--- src/hdl/ptgf_pkg.sv ---
// shared types and constants for the palette table with gradient fill
// no dependencies
package ptgf_pkg;

    localparam int DEPTH_DEF   = 256;
    localparam int RESET_COUNT = 256;
    localparam int CHAN_W      = 8;
    localparam int COLOR_W     = 3 * CHAN_W;

    typedef enum logic [1:0] {
        REQ_READ  = 2'd0,
        REQ_WRITE = 2'd1,
        REQ_GRAD  = 2'd2,
        REQ_MAX   = 2'd3
    } req_e;

    typedef enum logic [2:0] {
        ST_IDLE,
        ST_READ,
        ST_DIV,
        ST_GRAD,
        ST_SCAN,
        ST_RESP
    } state_e;

    typedef struct packed {
        logic [1:0] req_type;
        logic [7:0] index_a;
        logic [7:0] index_b;
        logic [7:0] red_a;
        logic [7:0] green_a;
        logic [7:0] blue_a;
        logic [7:0] red_b;
        logic [7:0] green_b;
        logic [7:0] blue_b;
        logic       invert_end;
    } in_t;

    typedef struct packed {
        logic [7:0] red_out;
        logic [7:0] green_out;
        logic [7:0] blue_out;
        logic [7:0] max_channel;
        logic       status;
    } out_t;

    typedef struct packed {
        logic load;
        logic step;
    } lerp_ctrl_t;

endpackage

--- src/hdl/ptgf_lerp.sv ---
// one color channel of the gradient: serial divider for the slope, then
// an accumulating stepper that advances one position per step
// depends on ptgf_pkg
module ptgf_lerp (
    input  logic                 clk,
    input  logic                 rst_n,
    input  ptgf_pkg::lerp_ctrl_t ctrl,
    input  logic [7:0]           start_val,
    input  logic [7:0]           end_val,
    input  logic [7:0]           span,
    output logic [7:0]           value,
    output logic                 busy
);

    logic       busy_reg, busy_next;
    logic [2:0] cnt_reg, cnt_next;
    logic       neg_reg, neg_next;
    logic [7:0] span_reg, span_next;
    logic [7:0] dq_reg, dq_next;
    logic [7:0] rem_reg, rem_next;
    logic [7:0] v_reg, v_next;
    logic [7:0] r_reg, r_next;
    logic [7:0] qd_reg, qd_next;
    logic [7:0] rd_reg, rd_next;

    logic [8:0] diff;
    logic [8:0] rem_sh;
    logic       ge;
    logic [7:0] rem_new;
    logic [7:0] dq_new;
    logic [8:0] sum;
    logic       carry;

    always_comb
    begin
        busy_next = busy_reg;
        cnt_next  = cnt_reg;
        neg_next  = neg_reg;
        span_next = span_reg;
        dq_next   = dq_reg;
        rem_next  = rem_reg;
        v_next    = v_reg;
        r_next    = r_reg;
        qd_next   = qd_reg;
        rd_next   = rd_reg;

        diff    = {1'b0, end_val} - {1'b0, start_val};
        rem_sh  = {rem_reg, dq_reg[7]};
        ge      = rem_sh >= {1'b0, span_reg};
        rem_new = ge ? 8'(rem_sh - {1'b0, span_reg}) : rem_sh[7:0];
        dq_new  = {dq_reg[6:0], ge};
        sum     = {1'b0, r_reg} + {1'b0, rd_reg};
        carry   = sum >= {1'b0, span_reg};

        if (ctrl.load)
        begin
            busy_next = 1'b1;
            cnt_next  = '0;
            neg_next  = diff[8];
            span_next = span;
            dq_next   = diff[8] ? 8'(-diff) : diff[7:0];
            rem_next  = '0;
            v_next    = start_val;
            r_next    = '0;
        end
        else if (busy_reg)
        begin
            // restoring division of |end - start| by span, one bit a cycle
            dq_next  = dq_new;
            rem_next = rem_new;
            cnt_next = cnt_reg + 3'd1;
            if (cnt_reg == 3'd7)
            begin
                busy_next = 1'b0;
                // floor division for a negative slope
                if (!neg_reg)
                begin
                    qd_next = dq_new;
                    rd_next = rem_new;
                end
                else if (rem_new != '0)
                begin
                    qd_next = ~dq_new;
                    rd_next = span_reg - rem_new;
                end
                else
                begin
                    qd_next = 8'(-dq_new);
                    rd_next = '0;
                end
            end
        end
        else if (ctrl.step)
        begin
            r_next = carry ? 8'(sum - {1'b0, span_reg}) : sum[7:0];
            v_next = v_reg + qd_reg + {7'd0, carry};
        end
    end

    always_ff @(posedge clk or negedge rst_n)
    begin
        if (!rst_n)
        begin
            busy_reg <= 1'b0;
        end
        else
        begin
            busy_reg <= busy_next;
        end
    end

    always_ff @(posedge clk)
    begin
        cnt_reg  <= cnt_next;
        neg_reg  <= neg_next;
        span_reg <= span_next;
        dq_reg   <= dq_next;
        rem_reg  <= rem_next;
        v_reg    <= v_next;
        r_reg    <= r_next;
        qd_reg   <= qd_next;
        rd_reg   <= rd_next;
    end

    assign value = v_reg;
    assign busy  = busy_reg;

endmodule

--- config.mk ---
export PLATFORM = sky130hd
export DESIGN_NAME = ptgf_lerp
export DESIGN_NICKNAME = d
export VERILOG_FILES = /design/src/hdl/ptgf_pkg.sv /design/src/hdl/ptgf_lerp.sv
export SDC_FILE = /design/constraint.sdc
export NUM_CORES = 1
export LEC_CHECK = 0
export BUFFER_PORTS_ARGS = -buffer_cell sky130_fd_sc_hd__buf_2
export CAP_MARGIN = 30
export CORE_ASPECT_RATIO = 1.75
export CORE_UTILIZATION = 54
export DETAILED_ROUTE_END_ITERATION = 12
export GPL_ROUTABILITY_DRIVEN = 0
export PLACE_DENSITY = 0.76
export SLEW_MARGIN = 10
export SYNTH_ARGS = -nofsm -noshare
export SYNTH_HDL_FRONTEND = slang
export SYNTH_SLANG_ARGS = --single-unit
--- constraint.sdc ---
create_clock -name clk -period 4.7 [get_ports clk]
set_clock_uncertainty 0.1 [all_clocks]
set_input_delay 0.94 -clock clk [delete_from_list [all_inputs] [get_ports clk]]
set_output_delay 0.94 -clock clk [all_outputs]
set_load 0.02 [all_outputs]
# Word level (Yosys, flattened, before mapping)
# Index checks and enable logic that the tools add are counted.
# Widths: inputs -> output; s select.
dict set report op_classes {
  n_mux 15
  n_eq_ne 2
  reduce_logical 6
  add_sub_neg 10
  order_cmp 2
  n_bitwise 3
}
# operator n
set op_table {}
lappend op_table {{$mux 8} 12}
lappend op_table {{$sub 8x8->8} 3}
lappend op_table {{$ge 9x8->1} 2}
lappend op_table {{$neg 8->8} 2}
lappend op_table {{$add 8x8->9} 1}
lappend op_table {{$sub 8x8->9} 1}
lappend op_table {{$add 8x1->8} 1}
lappend op_table {{$add 8x8->8} 1}
lappend op_table {{$not 8->8} 1}
lappend op_table {{$reduce_bool 8->1} 1}
lappend op_table {{$reduce_and 2->1} 2}
lappend op_table {{$reduce_bool 2->1} 2}
lappend op_table {{$add 3x1->3 const B} 1}
lappend op_table {{$eq 3x3->1 const B} 1}
lappend op_table {{$mux 1} 3}
lappend op_table {{$reduce_and 3->1} 1}
lappend op_table {{$ne 2x2->1 const B} 1}
lappend op_table {{$not 1->1} 2}
dict set report totals {
  register_bits 61
  output_inout_bits 9
  input_bits 28
}

# Longest topological paths before layout
dict set report logic_depth {
  depth_word 6
  mapped_depth 24
  depth_no_buf 23
}

# Worst setup path after synthesis
# OpenSTA, ideal clock, no wires.
dict set report synth_path {
  path_type {reg-to-reg}
  from {register rd_reg[1]}
  to {register v_reg[6], in the netlist value[6], data pin}
  required_time_ns 4.332
  arrival_ns 4.230
  path_stages_with_launch 25
  setup_slack_ns 0.102
  setup_time_ns 0.268
  path_cell_list {edfxtp_1 -> ha_1 -> a21o_1 -> a21oi_1 -> nor2b_1 -> o31a_1 -> o22ai_1 -> xor2_1 -> inv_1 -> ha_1 -> nand4_1 -> o21ai_0 -> or2_2 -> o22ai_1 -> and2_1 -> buf_2 -> fa_1 -> fa_1 -> inv_1 -> a21oi_1 -> o21bai_1 -> a21o_1 -> a21oi_1 -> xor2_1 -> o21ai_0}
}
dict set report synth_between {
  elab_chain_len 6
}
# element line_no
set synth_rtl {}
lappend synth_rtl {{start: declaration} ptgf_lerp.sv:24} ;# logic [7:0] rd_reg, rd_next;
lappend synth_rtl {{start signal: assignment} ptgf_lerp.sv:122} ;# rd_reg <= rd_next;
lappend synth_rtl {{$add 8x8->9} ptgf_lerp.sv:52} ;# sum = {1'b0, r_reg} + {1'b0, rd_reg};
lappend synth_rtl {{$ge 9x8->1} ptgf_lerp.sv:53} ;# carry = sum >= {1'b0, span_reg};
lappend synth_rtl {{$add 8x1->8} ptgf_lerp.sv:96} ;# v_next = v_reg + qd_reg + {7'd0, carry};
lappend synth_rtl {{$mux 8} ptgf_lerp.sv:93} ;# else if (ctrl.step)
lappend synth_rtl {{$mux 8} ptgf_lerp.sv:66} ;# else if (busy_reg)
lappend synth_rtl {{$mux 8} ptgf_lerp.sv:55} ;# if (ctrl.load)
lappend synth_rtl {{net v_next[6]} ptgf_lerp.sv:21} ;# logic [7:0] v_reg, v_next;
lappend synth_rtl {{end signal: assignment} ptgf_lerp.sv:119} ;# v_reg <= v_next;
lappend synth_rtl {{end: declaration} ptgf_lerp.sv:21}
# The timed path passes the listed nets, and every way through them passes these cells. The select of a mux whose other input is x is not followed.
# A chain may end at the register's enable or synchronous reset.

# Worst setup path after layout
# Ends and elaborated chain as after synthesis.

==> metrics.txt <==
via count=4,186; total track usage=29.7%; cell count of the worst reg-to-reg path=23; Ports=37; overall power=2.59 mW; Mean Syn Cell Area=9.36 sq um; Synth top area share=25.3%; Max VDD drop=0.312 mV; Final Max Slew Viols=0; Tmin final=4.62 ns; Synth Cell Area=4870 sq um; largest net degree at the start of global routing=30; final-report hold violation count=0; Final HPWL DP=9960 microns; Post-Syn Instances=520; Worst setup EP type=register; Layout Nets=653; synth unique cells=64; Setup CP Type=register to register; Core Region=8730 sq um; Mapped Nets=604; layout cells sized above 1=19.3%; crit path max fanout=2; top_reg_cell synth=edfxtp_1; worst r2r src=rd_reg[1]; Tcrit/Tclk final=98.4%; largest cells by area after synthesis=edfxtp_1, ha_1, dfxtp_1; Worst-Skew Late Latency=0.33 ns; root buf cell=clkbuf_16; Via density=6.05; Synth-to-Final Area Change=14.9%; CTS Buf Count=9; Routed WL=13,000 microns; DRT antenna net count=0; power per cell area=463 nW/um^2; WL/cell=18.8 microns; flops & latches, synth=61; clk slew on worst S/H paths=0.05 ns; worst r2r dst=value[6]; Std-Cell Rows=45; DIE AREA=9420 sq um; Fmax=0.216 GHz; number of remaining DRC errors=0; status=completed; Final Core Density=64.1%; Async SR Flop Fraction=1.64%; H-tree lvl count=3; pin slew with the least headroom to its limit=0.973 ns; Hold WC Path Type=input pin to asynchronous set/reset pin; Initial Util=55.8%; Seq/Total Area, Yosys=33.6%; Initial DRT Pass Iterations=5; CTS tree=done; CP Data Required Time=4.68 ns; worst reg2reg setup slack=0.08 ns; antenna violations before repair=1; unrepaired setup endpoints after global routing=yes; Post-synth EDFFs=41; CP Launch Type=register; # setup viols final=0; YS warnings=0; pre-CTS setup slack=-0.0755 ns; max_cap viols=0; vias in the first global route=4,257; critical path arrival=4.60 ns; Die X=73.8 microns; cts hold-fix bufs=0; Clock Tree Buf Depth=2; grt ovf=0; DRT iter0 DRCs=433; setup slack after layout=0.0771 ns; first-pass GRT wire length=20,600 microns; leakage=2.38 nW; relative slew slack=35.1%; Synth area leader=edfxtp_1; chip height=128 microns; Sink Count=61; # port buffers=36
## per-layer routing
| layer | GRT usage [%] | wire, microns | vias to the layer above |
|---|---|---|---|
| met5 | 0 | 0 | - |
| met4 | 21.5 | 1060 | 0 |
| met3 | 4.81 | 504 | 58 |
| met2 | 53.5 | 7000 | 166 |
| met1 | 29.5 | 4470 | 1968 |
| li1 | - | - | 1994 |
## timing repair
| action | CTS | global route |
|---|---|---|
| pin swaps | 0 | 6 |
| setup endpoints to repair | 4 | 4 |
| endpoints found under the hold margin | 0 | 0 |
| gates resized for setup | 5 | 16 |
| setup buffers | 0 | 6 |
## where the power goes
group | internal [mW] | total [mW] | switching, mW
registers | 0.676 | 0.746 | 0.0704
clock network | 0.353 | 0.591 | 0.238
logic | 0.517 | 1.25 | 0.737
total | 1.55 | 2.59 | 1.05
## worst max-delay path: stages, from the launching register on
cell      delay (ns)
edfxtp_1        0.40
ha_1            0.29
a21o_1          0.19
a21oi_2         0.17
nor2b_1         0.09
o31a_1          0.27
o22ai_2         0.12
xor2_1          0.21
inv_1           0.10
ha_4            0.27
nand4_1         0.09
o21ai_2         0.18
or2_4           0.15
o22ai_2         0.08
and2_4          0.17
fa_2            0.36
fa_2            0.40
inv_2           0.06
a21oi_1         0.05
o21bai_1        0.19
a21o_1          0.15
a21oi_2         0.06
xor2_1          0.14
o21ai_1         0.07
## cell usage in the layout (no fill, tap or decap), types with 15 or more instances in the layout
| cell type | n |
|---|---|
| xor2_1 | 15 |
| buf_2 | 36 |
| o21ai_0 | 24 |
| a21oi_1 | 26 |
| nor2_1 | 49 |
| xnor2_1 | 20 |
| nand2_1 | 33 |
| dfxtp_1 | 19 |
| buf_4 | 19 |
| inv_1 | 46 |
| ha_1 | 47 |
| edfxtp_1 | 41 |
## through the flow
step	hold WS [ns]	setup TNS, ns	std cells	area [sq um]
after floorplan	0.332	0	520	4870
after global routing	0.268	-0.259	692	5600
after CTS	0.271	0	685	5500
after detailed placement	0.361	-0.147	669	5220
final	0.273	0	692	5600
after global placement	0.348	0	669	5220
## worst max-delay path by stage
stage | startpoint | end | slack [ns] | cells past startpoint
2_1_floorplan | rd_reg[1] | value[6] | 0.10 | 24
3_3_place_gp | rd_reg[1] | value[6] | 0.09 | 23
3_5_place_dp | rd_reg[0] | value[7] | -0.08 | 21
4_1_cts | rd_reg[0] | value[6] | 0.01 | 22
5_1_grt | rd_reg[1] | value[6] | -0.16 | 23
6_report | rd_reg[1] | value[6] | 0.08 | 23
## area by class of cell
cell class                      instances  area [sq um]
Inverter                               48           183
Timing Repair Buffer                   55           323
Clock inverter                          5          28.8
Antenna cell                            1          2.50
Tap cell                              117           146
Sequential cell                        61          1640
Clock buffer                           11           233
Fill cell                             703          3130
Multi-Input combinational cell        394          3040
## cell usage after synthesis, types with 9 or more instances
library cell,count
nor2_1,49
a211oi_1,10
mux2i_1,11
edfxtp_1,41
ha_1,49
nand2_1,33
a21oi_1,30
o21ai_0,30
clkbuf_1,12
xor2_1,15
nand4_1,11
nor2b_1,9
dfxtp_1,19
inv_1,47
xnor2_1,20
## logic make-up (layout without fill, tap and decap cells)
| logic type | after synthesis | after routing | synth area share, % |
|---|---|---|---|
| AOI/OAI and AO/OA | 144 | 144 | 21.4 |
| other | 0 | 1 | 0 |
| adders and majority gates | 56 | 56 | 15.5 |
| xor gates and xnor gates | 35 | 35 | 6.30 |
| buffers and inverters | 65 | 119 | 5.40 |
| muxes | 16 | 16 | 3.42 |
| DFF | 61 | 61 | 33.6 |
| and+or+nand+nor | 143 | 143 | 14.4 |
Power figures use the tool's default switching activity.
